File: config.mk
export PLATFORM = sky130hd
export DESIGN_NAME = salc_ram
export DESIGN_NICKNAME = d
export VERILOG_FILES = /design/src/rtl/assert_macros.svh /design/src/rtl/salc_ram.sv
export SDC_FILE = /design/constraint.sdc
export NUM_CORES = 1
export LEC_CHECK = 0
export BUFFER_PORTS_ARGS = -buffer_cell sky130_fd_sc_hd__clkbuf_2
export CAP_MARGIN = 20
export CELL_PAD_IN_SITES_DETAIL_PLACEMENT = 1
export CELL_PAD_IN_SITES_GLOBAL_PLACEMENT = 1
export CORE_UTILIZATION = 30
export DETAILED_ROUTE_END_ITERATION = 10
export GPL_TIMING_DRIVEN = 0
export PLACE_DENSITY = 0.6
export SETUP_SLACK_MARGIN = 0.15
export SLEW_MARGIN = 20
export SYNTH_ARGS = -nofsm -noshare
export SYNTH_HDL_FRONTEND = slang
export SYNTH_SLANG_ARGS = --single-unit
File: constraint.sdc
create_clock -name clk_i -period 2.65 [get_ports clk_i]
set_input_delay 0.265 -clock clk_i [delete_from_list [all_inputs] [get_ports clk_i]]
set_output_delay 0.265 -clock clk_i [all_outputs]
set_load 0.02 [all_outputs]
File: src/rtl/assert_macros.svh
// Assertion helpers shared by the RTL files.
`ifndef ASSERT_MACROS_SVH
`define ASSERT_MACROS_SVH

// Same-cycle implication, checked out of reset.
`define ASSERT_IMPL(lbl, clk, rst_n, ante, cons) \
  lbl: assert property (@(posedge clk) disable iff (!rst_n) (ante) |-> (cons)) \
    else $error("same-cycle implication violated");

// Next-cycle implication, checked out of reset.
`define ASSERT_NEXT(lbl, clk, rst_n, ante, cons) \
  lbl: assert property (@(posedge clk) disable iff (!rst_n) (ante) |=> (cons)) \
    else $error("next-cycle implication violated");

`endif

File: src/rtl/salc_ram.sv
`timescale 1ns / 1ps

module salc_ram #(
  parameter int WIDTH = 8,
  parameter int DEPTH = 16
) (
  input  logic                                   clk_i,
  input  logic                                   we_i,
  input  logic [(DEPTH > 1 ? $clog2(DEPTH) : 1)-1:0] waddr_i,
  input  logic [WIDTH-1:0]                       wdata_i,
  input  logic                                   re_i,
  input  logic [(DEPTH > 1 ? $clog2(DEPTH) : 1)-1:0] raddr_i,
  output logic [WIDTH-1:0]                       rdata_o
);

  logic [WIDTH-1:0] mem_q [DEPTH];
  logic [WIDTH-1:0] rdata_q;

  always_ff @(posedge clk_i) begin
    if (we_i) begin
      mem_q[waddr_i] <= wdata_i;
    end
    if (re_i) begin
      rdata_q <= mem_q[raddr_i];
    end
  end

  assign rdata_o = rdata_q;

endmodule

Word-level counts from Yosys, hierarchy flattened
Memory sizes are Yosys's and may differ from the RTL's. A register that Yosys moved wholly into a read port is not among the register bits.
Cells that the tools add are included.
{"block": "word_totals", "elab_cells": 3, "reg_bits": 0, "out_inout_bits": 8, "mem_count": 1, "ram_bits": 128}
{"block": "op_classes", "muxes": 2}
{"name": "mem_q", "words": 16, "width": 8, "rd": 1, "rd_clocked_by_memory_dff": 1, "write_ports": 1, "line_no": "salc_ram.sv:16", "source": "logic [WIDTH-1:0] mem_q [DEPTH];"}
{"operator": "$mux W1", "n": 2}

Logic depth before layout (Yosys ltp)
{"block": "logic_depth", "depth_word": 2, "mapped_depth": 5}

Worst setup path before layout
OpenSTA, ideal clock, no wires.
{"block": "synth_timing", "kind": "input to register", "from": "in waddr_i[2] (netlist name)", "to": "mem mem_q[0][0] (enable)", "setup_time_ps": 383, "slack_ps": 892, "arrival_ps": 1375, "path_stages": 2, "cell_sequence": "or3b_2 nor3_1"}
{"element": "start, declared", "line_no": "salc_ram.sv:9", "source": "input logic [(DEPTH > 1 ? $clog2(DEPTH) : 1)-1:0] waddr_i,"}
{"element": "end, declared", "line_no": "salc_ram.sv:16"}
Straight into the memory's write port.

Final worst setup path
{"block": "layout_timing", "from": "in waddr_i[2] (netlist name)", "to": "mem mem_q[2][6] (enable)"}
Straight into the memory's write port.

==> out/results.tsv <==
stage	metric	value	unit
timing	max_freq	0.6284	GHz
critical_path	critPathMaxStageDelay	0.71	ns
route	vias	2404	
timing	worst_pin_slew	0.8936	ns
clock_tree	cts_tree	done	
critical_path	crit_required	2.69	ns
critical_path	cp-start-kind	input port	
cells_and_area	instances_no_fill	505	
clock_tree	cts_made_buffers	17	
timing	drv_slew	0	
clock_tree	root_buffer	clkbuf_16	
clock_tree	cts.clk_slew.worst_paths	0.05	ns
critical_path	endpoint_kind	flip-flop	
clock_tree	cts.sinks	136	
global_route	grt_pass1_wl	15680	um
clock_tree	clk_path_buf_depth	2	
placed_design	dp_cells	474	
flow_run	cap_violations	0	
cells_and_area	final_nets	292	
timing	setup_viol_count_final	0	
placed_design	gp_congestion	0.6725	
critical_path	cp_slowest_cell	nor2_1	
critical_path	cp.arrival	1.63	ns
die	start_util	0.3108	
cells_and_area	final_layout_size_suffix_gt1_frac	0.2667	
synth	synth-compound-area-share	0.02298	
cells_and_area	final_util	0.3643	
die	ios	27	
synth	synth_simple_gate_area_frac	0.03135	
die	dieArea	17960	sq um
clock_tree	htree_levels	4	
placed_design	hpwl	6981	um
global_route	grt_start_max_net_pins	17	
cells_and_area	num_antenna_cells	0	
synth	synth-xor-area-share	0	
route	drc	0	
global_route	grt.total_usage	0.1289	
global_route	grt_pass1_vias	2507	
timing	finClkSkew	0.007487	ns
synth	synthTopCellsByArea	edfxtp_1 (78%), mux4_2 (7.8%), mux4_1 (7.0%), a22oi_1 (2.3%), nor2_1 (0.93%)	
synth	synth_mux_area_frac	0.1479	
timing	slew-limit-headroom	0.4021	
die	die_w	134.0	um
clock_tree	clk_latency	0.42	ns
timing	final.setup.tns	0	ns
global_route	antenna_found_initial	0	
die	chipHeight	134.0	um
clock_tree	postCtsHoldBufs	0	
power	p_per_area	755.6	nW/um^2
synth	synth_fa_ha_area_frac	0	
run_status	status	finished, final reports clean	
clock_tree	cts.repair.resized	0	
power	p_leak	1.995	nW
cells_and_area	design_area	6127	sq um
route	dr.pass1.iters	4	
timing	min_period	1.591	ns
cells_and_area	area_growth	17.21	%
route	vias_per_cell	4.760	
synth	synth_top_family_by_area	multiplexers	
synth	syn_area_per_cell	22.83	sq um
route	wl	10750	um
synth	synth_warnings	0	
synth	synthesis.nets	248	
critical_path	criticalPathCategory	in -> reg	
critical_path	crit_fanout	8	
clock_tree	post_cts_buffers	0	
critical_path	crit_chain	clkbuf_2 > or3b_2 > nor2_1	
synth	synth_top_cell_by_area	edfxtp_1	
die	core	16820	sq um
synth	yosysTopAreaCellShare	0.7812	
placed_design	placedInstanceArea	5648	sq um
synth	synth_area	5228	sq um
die	placementRows	47	
synth	yosysSeqAreaShare	0.7812	
synth	synth_cells	229	
synth	synth-seq-cells	136	
timing	grt_setup_unrepaired	false	
global_route	grt_overflow	0	
route	wire_per_inst	21.29	um
placed_design	portBuffers	25	
hold_path	holdCritPathClass	in -> reg	
route	postRouteAntennaNets	0	
timing	period_share	0.6005	
route	first_iter_violations	209	
timing	finalHoldViolations	0	
synth	synth_cell_types	18	
power	peakVddDrop	0.5089	mV
cell usage in the layout (no fill, tap or decap), types with 2 or more instances in the layout:
cell type / n
clkbuf_16: 17
clkbuf_2: 25
clkdlybuf4s25_2: 3
mux4_1: 14
mux4_2: 18
buf_6: 3
edfxtp_1: 136
clkbuf_1: 5
clkinv_1: 8
nor2_1: 13
nor3_2: 4
buf_2: 3
nand2_1: 9
nand2b_1: 2
a22oi_1: 16
nand3b_1: 2
metrics by stage:
| step | hold WS [ns] | total power [mW] | setup WS, ns |
|---|---|---|---|
| 6_report | 0.1939 | 4.630 | 1.059 |
| 5_1_grt | 0.2236 | 4.747 | 0.9973 |
| 4_1_cts | 0.1946 | 4.671 | 1.027 |
| 3_5_place_dp | 0.6315 | 2.731 | 0.6130 |
| 3_3_place_gp | 0.6162 | 2.718 | 0.2631 |
| 2_1_floorplan | 0.3639 | 2.613 | 0.8921 |
worst paths after layout:
check / to / startpoint / depth (start not counted) / slack (ns)
hold reg to reg: rdata_o[3]$_DFFE_PP_ / mem_q[8][3]$_DFFE_PP_ / 3 / 0.75
hold / removal: rdata_o[4]$_DFFE_PP_ / re_i / 1 / 0.19
setup / recovery: mem_q[2][6]$_DFFE_PP_ / waddr_i[2] / 3 / 1.06
setup reg to reg: rdata_o[7]$_DFFE_PP_ / mem_q[9][7]$_DFFE_PP_ / 3 / 1.13
critical path, delay by kind of cell:
family	cells	cell delay [ns]
buffers and inverters	1	0.10
AND/OR/NAND/NOR	2	1.26
kinds of logic after synthesis:
logic type / count (synthesis)
DFF: 136
and+or+nand+nor: 35
muxes: 32
AOI/OAI and AO/OA: 16
buffers and inverters: 10
power breakdown:
group,switching (mW),internal (mW)
logic,0.151,0.0933
clock network,0.792,1.16
registers,0.0102,2.43
area by class of cell:
type	instances	area (sq um)
plain buffers	10	86.33
clock buffers	22	444.2
clock inverters	9	35.03
fillers	1686	10690
multi-input cells	83	1077
flip-flops and latches	136	4084
well taps	220	275.3
repair buffers	25	125.1
layer usage:
metal | global-route usage | share of wire | vias up
met5 | 0 | 0 | -
met4 | 0.05492 | 0.012 | 0
met3 | 0.03515 | 0.039 | 13
met2 | 0.2006 | 0.49 | 52
met1 | 0.1698 | 0.46 | 1273
li1 | - | - | 1066
registers in the layout, summed over array words and instances (netlist names):
signal and cells:
rdata_o 8, mem_q 128
cell usage after synthesis:
master and n:
and2_1 1, nor2_1 13, nand2_1 9, nand2b_1 2, mux4_2 18, nor3_1 4, and2b_1 1, mux4_1 14
nor2b_1 1, nand3_1 1, buf_2 3, edfxtp_1 136, a22oi_1 16, nand3b_1 2, clkdlybuf4s25_2 3, buf_6 3
buf_4 1, or3b_2 1
Note: power is estimated with default switching activity, not from simulation.
